## src/hw/rtl/sbpe_pkg.sv

```systemverilog
// Shared types and constants for the servo bus packet engine.
// Used by every module of the block; no dependencies of its own.
`default_nettype none

package sbpe_pkg;

  // Instruction codes as they arrive on the input; sent on the wire plus INSTR_OFFSET.
  typedef enum logic [1:0] {
    INSTR_READ      = 2'd0,
    INSTR_WRITE     = 2'd1,
    INSTR_REG_WRITE = 2'd2,
    INSTR_ACTION    = 2'd3
  } instr_e;

  typedef enum logic {
    FUNC_COMMAND = 1'b0,
    FUNC_STATUS  = 1'b1
  } func_e;

  typedef enum logic {
    KIND_TX_BYTE = 1'b0,
    KIND_REPLY   = 1'b1
  } kind_e;

  typedef enum logic {
    CFG_BROADCAST_ID = 1'b0,
    CFG_LENGTH_BASE  = 1'b1
  } cfg_idx_e;

  localparam logic [7:0] HEADER_BYTE     = 8'hFF;
  localparam logic [7:0] INSTR_OFFSET    = 8'd2;
  localparam logic [8:0] STATUS_BASE     = 9'd6;
  localparam logic [8:0] STATUS_LOW_POS  = 9'd5;
  localparam logic [8:0] STATUS_HIGH_POS = 9'd6;
  localparam logic [7:0] BROADCAST_RESET = 8'd254;
  localparam logic [7:0] LENGTH_RESET    = 8'd2;
  localparam int         PKT_MAX         = 9;

  typedef logic [PKT_MAX-1:0][7:0] pkt_t;
  typedef logic [3:0]              pkt_cnt_t;

  // Packet bytes, byte 0 first on the wire, with the number of valid bytes.
  typedef struct packed {
    pkt_t     bytes;
    pkt_cnt_t count;
  } frame_t;

  // A completed reply raised by the item being accepted.
  typedef struct packed {
    logic        valid;
    logic [15:0] value;
  } reply_t;

endpackage

`default_nettype wire

```

## src/hw/rtl/servo_bus_packet_engine_core.sv

```systemverilog
// Servo bus packet engine: frames command packets and counts status bytes.
// The first result of an item is offered in the cycle after its transfer.
// Throughput: a command yields 6 to 10 results, one per cycle while the output
// is not stalled, set by the result buffer; the next item is taken in the cycle
// the last result transfers out. Reset clears all control state and loads the
// configuration registers with broadcast id 254 and length base 2.
`default_nettype none

module servo_bus_packet_engine_core (
  input  wire logic        clk_i,
  input  wire logic        rst_ni,
  input  wire logic        in_valid_i,
  output logic             in_stall_o,
  input  wire logic        func_i,
  input  wire logic [7:0]  servo_id_i,
  input  wire logic [1:0]  instruction_i,
  input  wire logic [7:0]  register_address_i,
  input  wire logic        register_is_word_i,
  input  wire logic [15:0] param_i,
  input  wire logic [7:0]  rx_data_i,
  output logic             out_valid_o,
  input  wire logic        out_stall_i,
  output logic             kind_o,
  output logic [7:0]       tx_data_o,
  output logic             last_o,
  output logic [15:0]      reply_value_o,
  input  wire logic        cfg_valid_i,
  output logic             cfg_ready_o,
  input  wire logic        cfg_index_i,
  input  wire logic [7:0]  cfg_data_i
);

  logic             accept;
  logic             pop;
  logic             awaiting;
  logic [7:0]       broadcast_id_q;
  logic [7:0]       length_base_q;
  sbpe_pkg::frame_t frame_cmd;
  sbpe_pkg::frame_t frame_load;
  sbpe_pkg::reply_t reply;
  sbpe_pkg::func_e  func;
  sbpe_pkg::instr_e instr;

  assign func        = sbpe_pkg::func_e'(func_i);
  assign instr       = sbpe_pkg::instr_e'(instruction_i);
  assign cfg_ready_o = 1'b1;

  always_ff @(posedge clk_i or negedge rst_ni) begin
    if (!rst_ni) begin
      broadcast_id_q <= sbpe_pkg::BROADCAST_RESET;
      length_base_q  <= sbpe_pkg::LENGTH_RESET;
    end else if (cfg_valid_i && cfg_ready_o) begin
      unique case (sbpe_pkg::cfg_idx_e'(cfg_index_i))
        sbpe_pkg::CFG_BROADCAST_ID: broadcast_id_q <= cfg_data_i;
        sbpe_pkg::CFG_LENGTH_BASE:  length_base_q  <= cfg_data_i;
        default: ;
      endcase
    end
  end

  // The buffer frees up in the cycle its final result transfers.
  assign pop        = out_valid_o && !out_stall_i;
  assign in_stall_o = out_valid_o && !(pop && last_o);
  assign accept     = in_valid_i && !in_stall_o;

  sbpe_framer u_framer (
    .instruction_i      (instr),
    .servo_id_i         (servo_id_i),
    .register_address_i (register_address_i),
    .register_is_word_i (register_is_word_i),
    .param_i            (param_i),
    .length_base_i      (length_base_q),
    .frame_o            (frame_cmd)
  );

  sbpe_status u_status (
    .clk_i              (clk_i),
    .rst_ni             (rst_ni),
    .accept_i           (accept),
    .func_i             (func),
    .instruction_i      (instr),
    .servo_id_i         (servo_id_i),
    .register_is_word_i (register_is_word_i),
    .param_lo_i         (param_i[7:0]),
    .rx_data_i          (rx_data_i),
    .broadcast_id_i     (broadcast_id_q),
    .reply_o            (reply),
    .awaiting_o         (awaiting)
  );

  // A status byte carries no packet bytes, only a possible reply.
  always_comb begin
    frame_load = frame_cmd;
    if (func == sbpe_pkg::FUNC_STATUS) begin
      frame_load.count = '0;
    end
  end

  sbpe_emit u_emit (
    .clk_i         (clk_i),
    .rst_ni        (rst_ni),
    .load_i        (accept),
    .frame_i       (frame_load),
    .reply_i       (reply),
    .pop_i         (pop),
    .valid_o       (out_valid_o),
    .kind_o        (kind_o),
    .tx_data_o     (tx_data_o),
    .last_o        (last_o),
    .reply_value_o (reply_value_o)
  );

  // With results pending, an item is only taken as its final result drains.
  a_accept_on_last: assert property (@(posedge clk_i) disable iff (!rst_ni)
    (accept && out_valid_o) |-> (last_o && !out_stall_i))
    else $error("item taken while earlier results still pending");

  // Reply results are always final and carry no transmit byte.
  a_reply_final: assert property (@(posedge clk_i) disable iff (!rst_ni)
    (out_valid_o && kind_o) |-> (last_o && tx_data_o == 8'h00))
    else $error("reply result malformed");

  // A command to the broadcast id leaves nothing awaited and offers a packet next.
  a_broadcast_idle: assert property (@(posedge clk_i) disable iff (!rst_ni)
    (accept && func == sbpe_pkg::FUNC_COMMAND && servo_id_i == broadcast_id_q)
      |=> (!awaiting && out_valid_o && !kind_o && tx_data_o == sbpe_pkg::HEADER_BYTE))
    else $error("broadcast command left status pending");

  // A status byte that is ignored while idle raises no result.
  a_idle_status: assert property (@(posedge clk_i) disable iff (!rst_ni)
    (accept && func == sbpe_pkg::FUNC_STATUS && !awaiting) |=> !out_valid_o)
    else $error("status byte while idle produced a result");

endmodule

`default_nettype wire

```

## src/hw/rtl/sbpe_framer.sv

```systemverilog
// Builds the instruction packet and its checksum for one command item.
// Pure combinational logic; depends on sbpe_pkg.
`default_nettype none

module sbpe_framer (
  input  wire sbpe_pkg::instr_e instruction_i,
  input  wire logic [7:0]       servo_id_i,
  input  wire logic [7:0]       register_address_i,
  input  wire logic             register_is_word_i,
  input  wire logic [15:0]      param_i,
  input  wire logic [7:0]       length_base_i,
  output sbpe_pkg::frame_t      frame_o
);

  logic [7:0] len;
  logic [7:0] code;
  logic [7:0] sum;
  logic [7:0] chk;
  logic       is_action;
  logic       has_high;

  assign is_action = (instruction_i == sbpe_pkg::INSTR_ACTION);
  // Only write and reg_write carry the high data byte.
  assign has_high  = register_is_word_i && !is_action &&
                     (instruction_i != sbpe_pkg::INSTR_READ);
  assign code      = {6'd0, instruction_i} + sbpe_pkg::INSTR_OFFSET;

  always_comb begin
    case (instruction_i)
      sbpe_pkg::INSTR_READ:   len = length_base_i + 8'd2;
      sbpe_pkg::INSTR_ACTION: len = length_base_i;
      default:                len = length_base_i + (register_is_word_i ? 8'd3 : 8'd2);
    endcase
  end

  always_comb begin
    sum = servo_id_i + len + code;
    if (!is_action) begin
      sum = sum + register_address_i + param_i[7:0];
    end
    if (has_high) begin
      sum = sum + param_i[15:8];
    end
  end

  assign chk = ~sum;

  always_comb begin
    frame_o.bytes[0] = sbpe_pkg::HEADER_BYTE;
    frame_o.bytes[1] = sbpe_pkg::HEADER_BYTE;
    frame_o.bytes[2] = servo_id_i;
    frame_o.bytes[3] = len;
    frame_o.bytes[4] = code;
    frame_o.bytes[5] = is_action ? chk : register_address_i;
    frame_o.bytes[6] = param_i[7:0];
    frame_o.bytes[7] = has_high ? param_i[15:8] : chk;
    frame_o.bytes[8] = chk;
    if (is_action) begin
      frame_o.count = 4'd6;
    end else if (has_high) begin
      frame_o.count = 4'd9;
    end else begin
      frame_o.count = 4'd8;
    end
  end

endmodule

`default_nettype wire

```

## src/hw/rtl/sbpe_status.sv

```systemverilog
// Tracks the pending command, counts received status bytes and
// replies at the expected count or on broadcast; uses sbpe_pkg.
`default_nettype none

module sbpe_status (
  input  wire logic             clk_i,
  input  wire logic             rst_ni,
  input  wire logic             accept_i,
  input  wire sbpe_pkg::func_e  func_i,
  input  wire sbpe_pkg::instr_e instruction_i,
  input  wire logic [7:0]       servo_id_i,
  input  wire logic             register_is_word_i,
  input  wire logic [7:0]       param_lo_i,
  input  wire logic [7:0]       rx_data_i,
  input  wire logic [7:0]       broadcast_id_i,
  output sbpe_pkg::reply_t      reply_o,
  output logic                  awaiting_o
);

  logic       awaiting_q, awaiting_d;
  logic [8:0] count_q, count_d;
  logic [8:0] expected_q, expected_d;
  logic [7:0] low_q, low_d;
  logic [7:0] high_q, high_d;
  logic       is_read_q, is_read_d;
  logic       is_word_q, is_word_d;
  logic [8:0] count_inc;

  assign count_inc = count_q + 9'd1;

  always_comb begin
    awaiting_d     = awaiting_q;
    count_d        = count_q;
    expected_d     = expected_q;
    low_d          = low_q;
    high_d         = high_q;
    is_read_d      = is_read_q;
    is_word_d      = is_word_q;
    reply_o.valid  = 1'b0;
    if (accept_i) begin
      if (func_i == sbpe_pkg::FUNC_COMMAND) begin
        is_read_d  = (instruction_i == sbpe_pkg::INSTR_READ);
        is_word_d  = register_is_word_i;
        count_d    = '0;
        expected_d = is_read_d ? sbpe_pkg::STATUS_BASE + {1'b0, param_lo_i}
                               : sbpe_pkg::STATUS_BASE;
        awaiting_d = (servo_id_i != broadcast_id_i);
        reply_o.valid = !awaiting_d;
      end else if (awaiting_q) begin
        if (count_q == sbpe_pkg::STATUS_LOW_POS) begin
          low_d = rx_data_i;
        end else if (count_q == sbpe_pkg::STATUS_HIGH_POS) begin
          high_d = rx_data_i;
        end
        count_d = count_inc;
        if (count_inc == expected_q) begin
          awaiting_d    = 1'b0;
          count_d       = '0;
          reply_o.valid = 1'b1;
        end
      end
    end
    // The reply reads the updated pending flags and status bytes.
    if (!is_read_d) begin
      reply_o.value = '0;
    end else if (is_word_d) begin
      reply_o.value = {high_d, low_d};
    end else begin
      reply_o.value = {8'd0, low_d};
    end
  end

  always_ff @(posedge clk_i or negedge rst_ni) begin
    if (!rst_ni) begin
      awaiting_q <= 1'b0;
      count_q    <= '0;
      expected_q <= '0;
      low_q      <= '0;
      high_q     <= '0;
      is_read_q  <= 1'b0;
      is_word_q  <= 1'b0;
    end else begin
      awaiting_q <= awaiting_d;
      count_q    <= count_d;
      expected_q <= expected_d;
      low_q      <= low_d;
      high_q     <= high_d;
      is_read_q  <= is_read_d;
      is_word_q  <= is_word_d;
    end
  end

  assign awaiting_o = awaiting_q;

endmodule

`default_nettype wire

```

## src/hw/rtl/sbpe_emit.sv

```systemverilog
// Result buffer: holds one item's packet bytes and reply and shifts them out.
// One result per transfer on the output side; depends on sbpe_pkg.
`default_nettype none

module sbpe_emit (
  input  wire logic             clk_i,
  input  wire logic             rst_ni,
  input  wire logic             load_i,
  input  wire sbpe_pkg::frame_t frame_i,
  input  wire sbpe_pkg::reply_t reply_i,
  input  wire logic             pop_i,
  output logic                  valid_o,
  output logic                  kind_o,
  output logic [7:0]            tx_data_o,
  output logic                  last_o,
  output logic [15:0]           reply_value_o
);

  sbpe_pkg::pkt_t     bytes_q, bytes_d;
  sbpe_pkg::pkt_cnt_t cnt_q, cnt_d;
  logic               reply_q, reply_d;
  logic [15:0]        value_q, value_d;

  always_comb begin
    bytes_d = bytes_q;
    cnt_d   = cnt_q;
    reply_d = reply_q;
    value_d = value_q;
    if (load_i) begin
      bytes_d = frame_i.bytes;
      cnt_d   = frame_i.count;
      reply_d = reply_i.valid;
      value_d = reply_i.value;
    end else if (pop_i) begin
      if (cnt_q != '0) begin
        bytes_d = sbpe_pkg::pkt_t'({8'h00, bytes_q[sbpe_pkg::PKT_MAX-1:1]});
        cnt_d   = cnt_q - 4'd1;
      end else begin
        reply_d = 1'b0;
      end
    end
  end

  always_ff @(posedge clk_i or negedge rst_ni) begin
    if (!rst_ni) begin
      cnt_q   <= '0;
      reply_q <= 1'b0;
    end else begin
      cnt_q   <= cnt_d;
      reply_q <= reply_d;
    end
  end

  always_ff @(posedge clk_i) begin
    bytes_q <= bytes_d;
    value_q <= value_d;
  end

  always_comb begin
    valid_o = (cnt_q != '0) || reply_q;
    if (cnt_q != '0) begin
      kind_o        = sbpe_pkg::KIND_TX_BYTE;
      tx_data_o     = bytes_q[0];
      last_o        = (cnt_q == 4'd1) && !reply_q;
      reply_value_o = '0;
    end else begin
      kind_o        = sbpe_pkg::KIND_REPLY;
      tx_data_o     = '0;
      last_o        = 1'b1;
      reply_value_o = value_q;
    end
  end

endmodule

`default_nettype wire
```

## config.mk

```make
export PLATFORM = sky130hd
export DESIGN_NAME = servo_bus_packet_engine_core
export DESIGN_NICKNAME = d
export VERILOG_FILES = /design/src/hw/rtl/sbpe_pkg.sv /design/src/hw/rtl/servo_bus_packet_engine_core.sv /design/src/hw/rtl/sbpe_framer.sv /design/src/hw/rtl/sbpe_status.sv /design/src/hw/rtl/sbpe_emit.sv
export SDC_FILE = /design/constraint.sdc
export NUM_CORES = 1
export LEC_CHECK = 0
export BUFFER_PORTS_ARGS = -buffer_cell sky130_fd_sc_hd__buf_2
export CAP_MARGIN = 20
export CELL_PAD_IN_SITES_DETAIL_PLACEMENT = 2
export CELL_PAD_IN_SITES_GLOBAL_PLACEMENT = 2
export CORE_MARGIN = 8
export CORE_UTILIZATION = 40
export CTS_CLUSTER_DIAMETER = 60
export DETAILED_ROUTE_END_ITERATION = 6
export GPL_TIMING_DRIVEN = 0
export PLACE_DENSITY_LB_ADDON = 0.25
export SYNTH_ARGS = -nofsm -noshare
export SYNTH_HDL_FRONTEND = slang
export SYNTH_HIERARCHICAL = 1
export SYNTH_SLANG_ARGS = --single-unit
```

## constraint.sdc

```tcl
create_clock -name clk_i -period 8.2 [get_ports clk_i]
set_input_delay 1.64 -clock clk_i [delete_from_list [all_inputs] [get_ports clk_i]]
set_output_delay 1.64 -clock clk_i [all_outputs]
set_load 0.03 [all_outputs]
```

## Word-level counts from Yosys, hierarchy flattened

Cells that the tools add are included.

- Mux-type cells: 45
- Reduce and logical (&&, ||, !) cells: 27
- $add $sub $neg: 11
- Equal/unequal tests: 8
- Bitwise gates (word level): 3

Operator list:

| operator | count |
|---|---|
| $mux W72 | 3 |
| $mux W8 | 14 |
| $add A8 B8 Y8 | 6 |
| $mux W9 | 4 |
| $mux W4 | 5 |
| $eq A9 B3 Y1 const B | 2 |
| $mux W1 | 17 |
| $mux W16 | 1 |
| $pmux W8 S2 | 1 |
| $reduce_and A2 Y1 | 8 |
| $add A3 B8 Y9 const A | 1 |
| $add A9 B1 Y9 const B | 1 |
| $eq A9 B9 Y1 | 1 |
| $add A8 B2 Y8 const B | 1 |
| $ne A8 B8 Y1 | 1 |
| $not A8 Y8 | 1 |
| $logic_and A1 B1 Y1 | 7 |
| $logic_not A1 Y1 | 6 |
| $reduce_bool A2 Y1 | 3 |
| $eq A4 B1 Y1 const B | 1 |
| $reduce_bool A4 Y1 | 1 |
| $sub A4 B1 Y4 const B | 1 |
| $add A2 B2 Y3 const B | 1 |
| $eq A2 B2 Y1 const B | 1 |
| other kinds (5) | 6 |

- Register bits after elaboration: 146
- Input port bits: 58

## Longest topological paths before layout

Gate-level depths: netlist of run 1.

- Depth in word-level cells: 13
- Gate-level depth with buffers: 29

## By module

Netlist of run 1, hierarchy kept.

Modules (own cells, without submodules):

| module | cells each | instances | area an instance (sq um) |
|---|---|---|---|
| sbpe_emit | 234 | 1 | 3,946.3 |
| sbpe_framer | 285 | 1 | 2,137.0 |
| sbpe_status | 207 | 1 | 2,122.0 |
| servo_bus_packet_engine_core | 45 | 1 | 714.4 |

## Least setup slack after synthesis of run 1

Ideal clock, no wire load.

- Path kind: in2reg
- Start point: in out_stall_i
- End point: reg u_emit/bytes_q[0] (netlist name), enable pin
- Path buffers: 0
- Library setup time: 0.602 ns
- Data required time: 7.598 ns
- Path slack: 0.521 ns
- Stages: 3
- Arrival: 7.077 ns
- Path through: nor2b_1 inv_1 o21ai_0

- Longest elaborated chain between the ends: 7
- Elaborated cells on any way between the ends: 8

RTL lines:

| what | RTL line | RTL |
|---|---|---|
| from (decl) | servo_bus_packet_engine_core.sv:22 | `input wire logic out_stall_i,` |
| $logic_not A1 Y1 * | servo_bus_packet_engine_core.sv:62 | `assign pop = out_valid_o && !out_stall_i;` |
| $logic_and A1 B1 Y1 * | servo_bus_packet_engine_core.sv:62 |  |
| $logic_and A1 B1 Y1 | servo_bus_packet_engine_core.sv:63 | `assign in_stall_o = out_valid_o && !(pop && last_o);` |
| $logic_not A1 Y1 | servo_bus_packet_engine_core.sv:63 |  |
| $logic_and A1 B1 Y1 | servo_bus_packet_engine_core.sv:63 |  |
| $logic_not A1 Y1 | servo_bus_packet_engine_core.sv:64 | `assign accept = in_valid_i && !in_stall_o;` |
| $logic_and A1 B1 Y1 | servo_bus_packet_engine_core.sv:64 |  |
| to (signal assigned) | sbpe_emit.sv:55 | `bytes_q <= bytes_d;` |
| to (decl) | sbpe_emit.sv:19 | `sbpe_pkg::pkt_t bytes_q, bytes_d;` |

Mark *: on every way between the ends. The rest lies on a longest branch, timed or not.
A chain may end at the register's enable or synchronous reset.

==> results of run 1 <==
[placed cells by master (no fill, tap or decap), types with 6 or more instances in the layout]
master     instances
a21oi_1           30
a21o_1             8
mux2i_1            8
clkbuf_1           8
dfstp_2            8
and2_1            42
o21ai_1           12
mux2_4             9
nor2b_1           11
o21ai_0           19
clkbuf_16         17
buf_2             97
ha_1              36
xnor2_1           29
nor3_1             6
and3_1            14
inv_1             42
edfxtp_1          88
mux2_2            90
nand3_1           15
conb_1            22
nor2_1            21
nand2_1           44
dfrtp_1           50
nand4_1            8
fa_1              13
buf_4             43
a22o_1             7
xor2_1            17
[kinds of logic (layout without fill, tap and decap cells)]
kind of cell / Yosys count / after routing
and+or+nand+nor: 186 / 186
DFF: 146 / 146
AOI/OAI and AO/OA: 117 / 117
buffers and inverters: 113 / 234
muxes: 108 / 108
adders and majority gates: 49 / 49
xor gates and xnor gates: 49 / 49
other: 3 / 22
[metal layers]
metal  up-vias  wire length, um
met1      3261            11200
met3        33              819
met5         -                0
met4         0              559
li1       2934                -
met2       107            13600
[final timing paths]
| check | cells after the start | start | end |
|---|---|---|---|
| max in group asynchronous | 2 | rst_ni | broadcast_id_q[2] |
| setup reg to reg | 26 | length_base_q[1] | u_emit/bytes_q[71] |
| setup / recovery | 26 | instruction_i[1] | u_emit/bytes_q[71] |
| min in group asynchronous | 1 | rst_ni | u_status/count_q[7] |
| hold / removal | 1 | u_status/high_q[0] | u_status/high_q[0] |
| hold reg to reg | 1 | u_status/high_q[0] | u_status/high_q[0] |
[power by group through the flow]
stage	Clock [mW]	Combinational, mW	Sequential, mW
3_3_place_gp	0	1.78	1.37
3_5_place_dp	0	1.97	1.33
6_report	0.781	1.98	1.31
5_1_grt	0.826	2.18	1.34
4_1_cts	0.800	2.01	1.32
2_1_floorplan	0	1.41	1.32
[worst max-delay path: cells and delay by family]
kind | cells | cell delay, ns
adders and majority gates | 7 | 2.48
AOI/OAI and AO/OA | 6 | 1.41
buffers and inverters | 6 | 1.18
xor gates and xnor gates | 4 | 0.71
muxes | 1 | 0.31
and+or+nand+nor | 2 | 0.25
[flip-flops by register name, indices dropped and copies added (netlist names)]
| name | cells |
|---|---|
| u_emit/bytes_q | 72 |
| u_emit/value_q | 16 |
| u_status/is_word_q | 1 |
| u_status/expected_q | 9 |
| u_status/low_q | 8 |
| u_status/high_q | 8 |
| broadcast_id_q | 8 |
| u_emit/cnt_q | 4 |
| u_status/is_read_q | 1 |
| length_base_q | 8 |
| u_emit/reply_q | 1 |
| u_status/awaiting_o | 1 |
| u_status/count_q | 9 |
[timing repair]
item                                   in CTS  in global routing
endpoints found under the hold margin       0                  0
setup endpoints to repair                   0                  1
gates resized for setup                     0                  2
setup buffers                               0                  0
[cell type report]
type / count / area [um2]
Fill cell: 2249 / 11500
Clock buffer: 18 / 439
Buffer: 68 / 462
Sequential cell: 146 / 4100
Multi-Input combinational cell: 531 / 4270
Tap cell: 280 / 350
Clock inverter: 13 / 135
Timing Repair Buffer: 90 / 505
Inverter: 45 / 169
==> results.md, run 1 <==
- Max cap viols: 0
- GRT Residual Overflow: 0
- First-pass GRT wire length: 41.5 mm
- Initial cell density of the core: 40.7%
- GPL Wtd Cong: 0.808
- Power Total: 4.08 mW
- Largest net degree at the start of global routing: 40
- Largest family of logic cells by synthesized area: multiplexers
- Dpl ws: -0.193 ns
- Clock slew at reported path FFs: 0.06 ns
- Worst Path Max Fanout: 10
- Max Transition Viols Final: 0
- Min Tclk post-route: 7.80 ns
- Drt total wl: 26.1 mm
- Comb power frac: approximately 50%
- Worst Path Class, Setup: in -> reg
- Drt first pass iters: 4
- Period Utilization, post-route: 95.1%
- Drt drc: 0
- Sequential element share of the synthesized area: between 40% and 50%
- Placed Cells: 1159
- Global Route met2 Usage: 35.6%
- Clk buf depth: 2
- N_diodes: 0
- Ranking of synthesized cells by area: edfxtp_1, dfrtp_1, mux2_2
- Hold Violations, Final: 0
- Via density: 5.32
- Mapped cell area: 0.00892 mm2
- Worst vdd ir: around 0.21 mV
- Internal: 2.48 mW
- Synth cell types: 68
- RSZ-0062 raised after global routing: false
- Finished Layout Cells: 1191
- Cell Area, Placed: 0.00986 mm2
- Worst path required time: 8.39 ns
- GR peak layer: met2
- Relative slew slack: 43.6%
- Hold WC Path Type: reg -> reg
- P_leak: 4.52 nW
- Synth Area per Inst: 11.6 um2
- Synth cell count leaders: mux2_2, edfxtp_1, dfrtp_1, nand2_1, buf_4
- Ys async rst share: 39.7%
- Clock power share: 19.1%
- Critical Path Slowest Stage Cell: fa_1
- Initial antenna violation count: 0
- Clock buffer count from CTS: 17
- Flop pwr share: 32.2%
- Post-CTS Hold Fix Bufs: 0
- Buffers on Ports: 85
- Chip width: 165 um
- CP Launch Type: input pin
- Post-Synth XOR/XNOR Area: 5.06%
- Final core occ: 47.7%
- Top cell type's share of synthesized area: between 20% and 30%
- Die H: 165 um
- Via count: about 6300
- Clk root buf: clkbuf_16
- Row count: 54
- Vias in the first global route: 7316
- Crit end category: register
- Clock latency on the worst-skew pair: between 0.4 and 0.5 ns
- Wire length per cell: 21.9 um
- #FFs+latches synth: 146
- Synth warn: 6
- Largest stage delay, worst path: 0.50 ns
- EDFF count, synth: 88
- Pwr/cell area: 391 mW/mm2
- Ys flop type: edfxtp_1
- Synth area leader: edfxtp_1
- Most common cell in the netlist: mux2_2
- Simple-Gate Fraction of Synth Area: 11.3%
- Number of routed nets with antenna violations: 0
- Nets: roughly 1000
- Final WS setup: 0.400 ns
- All-Layer GR Usage: 20.0%
- Fmax: about 130 MHz
- # setup viols final: 0
- Outcome: finished clean
- H-tree levels: 4
- Post-detail-place hpwl: 19.0 mm
- Sw Pwr: approximately 1.6 mW
- Met1 usage: about 24%
- TritonCTS clock tree: yes
- GRT met3 Usage: 3.02%
- Post-synthesis compound-gate area fraction: 8.54%
- Critical path arrival: 7.99 ns
- CTS sink cnt: 146
- Worst Clk Skew: between 0.006 and 0.007 ns
- Syn-to-layout area delta: 17.0%
- Core area: roughly 0.022 mm2
- Cells after synthesis: 771
- Die area: 0.0273 mm2
- Sw Share: 39.2%
- WHS: 0.495 ns
- Worst-Margin Slew: 0.843 ns
- Layout cells sized above 1: 33.4%
- Setup TNS Final: 0 ns
- Multiplexer share of the synthesized area: 13.9%
- IO Pins: a little under 90
- Synth Area in Adders: under 10%
- Fin area: 0.0104 mm2
- Initial drt markers: 228
- Reg2Reg Setup Slack: 1.96 ns
Power figures use the tool's default switching activity.
==> run 2: changes to the inputs <==
RECOVER_POWER = 100   (was not set)
==> results.md, run 2 (synthesized netlist as in run 1, its figures left out) <==
- Outcome: finished with violations
- Failing checks: capacitance limit, slew limit
- Hold Violations, Final: 0 (unchanged)
- N_diodes: 0 (unchanged)
- Worst Path Max Fanout: 10 (unchanged)
- Clock latency on the worst-skew pair: 0.43 ns (about the same)
- Drt first pass iters: 4 (unchanged)
- H-tree levels: 4 (unchanged)
- Clock buffer count from CTS: 17 (unchanged)
- Chip width: 165 um (unchanged)
- GPL Wtd Cong: 0.808 (unchanged)
- Power Total: 4.00 mW (-2.0%)
- Dpl ws: -0.193 ns (unchanged)
- Sw Share: 39.6% (+0.43 points)
- Max cap viols: 2 (+2)
- Clk buf depth: 2 (unchanged)
- Post-CTS Hold Fix Bufs: 0 (unchanged)
- Layout cells sized above 1: 26.3% (-7.0 points)
- Worst Path Buf+Inv: 6 (unchanged)
- First-pass GRT wire length: 41.5 mm (unchanged)
- Internal: 2.41 mW (-2.7%)
- Most common cell after layout, fill and taps aside: edfxtp_1
- Top Registers: u_emit/bytes_q (72), u_emit/value_q (16)
- Most flop-heavy register: u_emit/bytes_q
- Setup bufs post-CTS: 0 (unchanged)
- Worst-Margin Slew: 2.26 ns (+1.42 ns)
- Largest net degree at the start of global routing: 40 (unchanged)
- Wire length per cell: 21.9 um (about the same)
- Most frequent cells in the layout: edfxtp_1, mux2_2, buf_2
- Max Transition Viols Final: 62 (+62)
- Final WS setup: 0.386 ns (-0.0137 ns)
- Clock slew at reported path FFs: 0.06 ns (about the same)
- Nets: 1006 (unchanged)
- Critical path arrival: 8.00 ns (about the same)
- Cell Area, Placed: 0.00986 mm2 (unchanged)
- Core area: 0.0219 mm2 (unchanged)
- Drt total wl: 26.1 mm (about the same)
- Critical Path Slowest Stage Cell: fa_1
- Largest stage delay, worst path: 0.50 ns (about the same)
- Flop pwr share: 33.0% (+0.8 points)
- Initial cell density of the core: 40.7% (unchanged)
- Initial antenna violation count: 0 (unchanged)
- Worst vdd ir: 0.213 mV (-0.12%)
- Worst Min Path Start: u_status/high_q[0]
- Largest register FFs: 72 (unchanged)
- IO Pins: 87 (unchanged)
- GRT Residual Overflow: 0 (unchanged)
- Pwr/cell area: 389 mW/mm2 (-0.44%)
- Clk root buf: clkbuf_16
- Die H: 165 um (unchanged)
- Row count: 54 (unchanged)
- Initial drt markers: 240 (+5.3%)
- Via density: 5.32 (unchanged)
- All-Layer GR Usage: 20.0% (unchanged)
- CP delay by family, top: adder cells
- Worst path required time: 8.39 ns (about the same)
- Fmax: 128 MHz (-0.18%)
- Worst Path Class, Setup: in -> reg
- Crit path from: instruction_i[1]
- Post-detail-place hpwl: 19.0 mm (unchanged)
- Worst path depth: 26 (unchanged)
- Worst Clk Skew: 0.00654 ns (-0.000343 ns)
- Period Utilization, post-route: 95.3% (+0.17 points)
- CTS sink cnt: 146 (unchanged)
- Syn-to-layout area delta: 15.2%
- Setup TNS Final: 0 ns (unchanged)
- Comb power frac: 47.4% (-1.2 points)
- Buffers on Ports: 85 (unchanged)
- Hold WC Path Type: reg -> reg
- Crit end category: register
- R2r worst-path depth: 13 (-50%)
- # setup viols final: 0 (unchanged)
- Post-CTS sizing: 0 (unchanged)
- Clock power share: 19.5% (+0.4 points)
- Via count: 6335 (unchanged)
- P_leak: 4.34 nW (-4.2%)
- Sw Pwr: 1.58 mW (-0.92%)
- CP Launch Type: input pin
- Vias in the first global route: 7316 (unchanged)
- Fin area: 0.0103 mm2 (-1.6%)
- Min Tclk post-route: 7.81 ns (+0.0137 ns)
- TritonCTS clock tree: yes
- Reg-to-Reg Start: u_emit/cnt_q[0]
- RSZ-0062 raised after global routing: false
- Relative slew slack: -50.7% (-94 points)
- Die area: 0.0273 mm2 (unchanged)
- Drt drc: 0 (unchanged)
- Number of routed nets with antenna violations: 0 (unchanged)
- Hold Crit Depth: 1 (unchanged)
run 2: changes by cell type in the layout (fill, tap and decap cells not counted), sizes merged:
cell and delta:
buf -36, clkbuf +36
run 2: metal layers:
metal	vias to the layer above	global-route usage, %	part of all wire [%]
met4	0	7.51	2.1
met1	3253	24.0	43
met3	31	3.02	3.4
li1	2937	-	-
met2	114	35.6	52
met5	-	0	0
run 2: metrics by stage:
step                      utilization, %  hold WS, ns  instances
after floorplan                        -        0.465        790
after CTS                           47.7        0.492       1190
after detailed placement            45.0        0.485       1159
final                               46.9        0.483       1191
after global placement              44.6        0.473       1155
after global routing                46.9        0.509       1191
run 2: final cells by class:
type,count,area [um2]
plain buffers,68,442
clock buffers,18,439
clock inverters,13,135
fillers,2279,11600
inverters,45,169
multi-input cells,531,4210
flip-flops and latches,146,4100
well taps,280,350
repair buffers,90,422
run 2: path summary, 6_finish.rpt:
kind	endpoint	slack, ns
max in group asynchronous	length_base_q[6]	4.08
max	u_emit/bytes_q[71]	0.39
min	u_status/high_q[0]	0.48
min in group asynchronous	u_status/count_q[7]	1.42
min reg2reg	u_status/high_q[0]	0.48
max reg2reg	u_emit/bytes_q[21]	1.04
run 2: power groups by stage:
| stage | clock network (mW) | registers [mW] | logic [mW] |
|---|---|---|---|
| 2_1_floorplan | 0 | 1.32 | 1.41 |
| 3_3_place_gp | 0 | 1.37 | 1.78 |
| 3_5_place_dp | 0 | 1.33 | 1.97 |
| 4_1_cts | 0.800 | 1.32 | 2.01 |
| 5_1_grt | 0.826 | 1.35 | 2.09 |
| 6_report | 0.781 | 1.32 | 1.90 |
==> run 3: changes to the inputs <==
CORE_UTILIZATION = 44   (was 40)
GPL_TIMING_DRIVEN = not set   (was 0)
clock period = 9.1 ns   (was 8.2 ns; I/O delays follow)
==> results.md, run 3 (synthesized netlist as in run 1, its figures left out) <==
- Outcome: finished with violations
- Failing checks: capacitance limit, slew limit
- CTS sink cnt: 146 (unchanged)
- Setup bufs post-CTS: 0 (unchanged)
- Largest net degree at the start of global routing: 73 (+83%)
- Number of routed nets with antenna violations: 0 (unchanged)
- Clock buffer count from CTS: 17 (unchanged)
- Max Transition Viols Final: 239 (+290%)
- RSZ-0062 raised after global routing: false
- Final core occ: 49.0% (+2.1 points)
- GPL Wtd Cong: 0.824 (+2.0%)
- Flop pwr share: 33.9% (+0.9 points)
- Die area: 0.0251 mm2 (-8.2%)
- Hold Violations, Final: 0 (unchanged)
- Worst path required time: 9.27 ns (+0.88 ns)
- Setup TNS Final: 0 ns (unchanged)
- Via count: 6045 (-4.6%)
- Crit end category: register
- IO Pins: 87 (unchanged)
- WHS: 0.493 ns (+0.0103 ns)
- Period Utilization, post-route: 83.6%
- Vias in the first global route: 6873 (-6.1%)
- Worst Path Buf+Inv: 4 (-2)
- Most common cell after layout, fill and taps aside: edfxtp_1
- Initial drt markers: 293 (+22%)
- Layout cells sized above 1: 23.6% (-2.8 points)
- Die H: 158 um (-4.2%)
- Critical path arrival: 7.78 ns (-0.22 ns)
- Clock latency on the worst-skew pair: 0.43 ns (about the same)
- Pwr/cell area: 360 mW/mm2 (-7.5%)
- Post-CTS sizing: 0 (unchanged)
- Drt total wl: 24.4 mm (-6.5%)
- Largest register FFs: 72 (unchanged)
- Fmax: 132 MHz
- Max cap viols: 4 (+2)
- # setup viols final: 0 (unchanged)
- CP delay by family, top: adder cells
- Syn-to-layout area delta: 10.1%
- H-tree levels: 4 (unchanged)
- Nets: 939 (-6.7%)
- Wire length per cell: 21.9 um (-0.12%)
- Comb power frac: 47.5% (about the same)
- Drt first pass iters: 4 (unchanged)
- Most frequent cells in the layout: edfxtp_1, mux2_2, buf_2
- Most flop-heavy register: u_emit/bytes_q
- Worst vdd ir: 0.170 mV (-20%)
- Hold WC Path Type: reg -> reg
- Top Registers: u_emit/bytes_q (72), u_emit/value_q (16)
- Relative slew slack: -125% (-74 points)
- Worst Path Max Fanout: 17 (+7)
- Sw Pwr: 1.40 mW (-12%)
- Worst-Margin Slew: 3.37 ns (+1.11 ns)
- Initial cell density of the core: 44.5% (+3.8 points)
- CP Cell Sequence: buf_2 > inv_1 > ha_1 > a211oi_1 > a21oi_1 > inv_1 > fa_1 > inv_1 > ha_1 > fa_1 > fa_1 > ha_1 > a21o_1 > a21oi_1 > o21bai_1 > a21oi_1 > xnor2_1 > mux2_1 > ha_1 > o41ai_1 > xnor2_1 > nand2_1 > xnor2_1 > and2_1
- Clock power share: 18.7% (-0.8 points)
- Row count: 52 (-3.7%)
- Post-detail-place hpwl: 17.4 mm (-8.7%)
- Worst Clk Skew: 0.00905 ns (+0.00251 ns)
- Clock slew at reported path FFs: 0.06 ns (about the same)
- Buffers on Ports: 85 (unchanged)
- Power Total: 3.53 mW (-12%)
- N_diodes: 0 (unchanged)
- Internal: 2.13 mW (-12%)
- Worst Path Class, Setup: in -> reg
- Initial antenna violation count: 0 (unchanged)
- All-Layer GR Usage: 20.3% (+0.28 points)
- P_leak: 4.10 nW (-5.4%)
- TritonCTS clock tree: yes
- First-pass GRT wire length: 38.6 mm (-7.1%)
- Min Tclk post-route: 7.60 ns
- Clk root buf: clkbuf_16
- Via density: 5.42 (+1.9%)
- Post-CTS Hold Fix Bufs: 0 (unchanged)
- Core area: 0.0200 mm2 (-8.5%)
- Largest stage delay, worst path: 0.66 ns (+0.16 ns)
- GRT Residual Overflow: 0 (unchanged)
- Chip width: 158 um (-4.2%)
- Critical Path Slowest Stage Cell: ha_1
- CP Launch Type: input pin
- Clk buf depth: 2 (unchanged)
- Sw Share: 39.6% (about the same)
- Drt drc: 0 (unchanged)
- Most frequent CP cell: ha_1
[run 3: cell types whose count changed in the layout (fill, tap and decap cells not counted), moves of 3 or more]
cell      previous run  this run
buf_2               66        70
clkinv_2             4         1
buf_6                3         0
clkbuf_1            42        20
buf_4               43         1
and2_0              20        24
and2_1              22        18
[run 3: worst paths after layout]
kind / slack [ns] / from / depth (start not counted) / endpoint
max: 1.50 / instruction_i[1] / 24 / u_emit/bytes_q[71]
min: 0.49 / u_status/low_q[7] / 1 / u_status/low_q[7]
max reg2reg: 1.88 / u_emit/cnt_q[0] / 11 / u_emit/cnt_q[1]
min reg2reg: 0.49 / u_status/low_q[7] / 1 / u_status/low_q[7]
max in group asynchronous: 4.57 / rst_ni / 2 / length_base_q[5]
min in group asynchronous: 2.62 / rst_ni / 2 / u_status/count_q[8]
[run 3: metal layers]
layer	GRT usage, %	vias to the layer above	wire length (um)
met5	0	-	0
met4	6.20	0	453
met3	4.18	31	904
met2	36.2	111	12600
met1	24.1	3102	10500
li1	-	2801	-
[run 3: layout make-up]
cell class              count  area [um2]
clock buffers              19         443
clock inverters            13         101
fillers                  2112       10200
inverters                  45         169
multi-input cells         531        4230
flip-flops and latches    146        4100
well taps                 270         338
repair buffers             91         434
[run 3: stage by stage]
step                instances  cell area [um2]  setup slack [ns]
floorplan                 790             8990              1.24
global placement         1082             9350              1.57
detailed placement       1082             9350              1.23
CTS                      1114             9900              1.60
global route             1115             9820              1.03
finish                   1115             9820              1.50
[run 3: power by group through the flow]
stage	clock network, mW	registers [mW]	logic, mW
2_1_floorplan	0	1.19	1.27
3_3_place_gp	0	1.17	1.56
3_5_place_dp	0	1.20	1.68
4_1_cts	0.674	1.19	1.72
5_1_grt	0.700	1.22	1.84
6_report	0.659	1.20	1.68
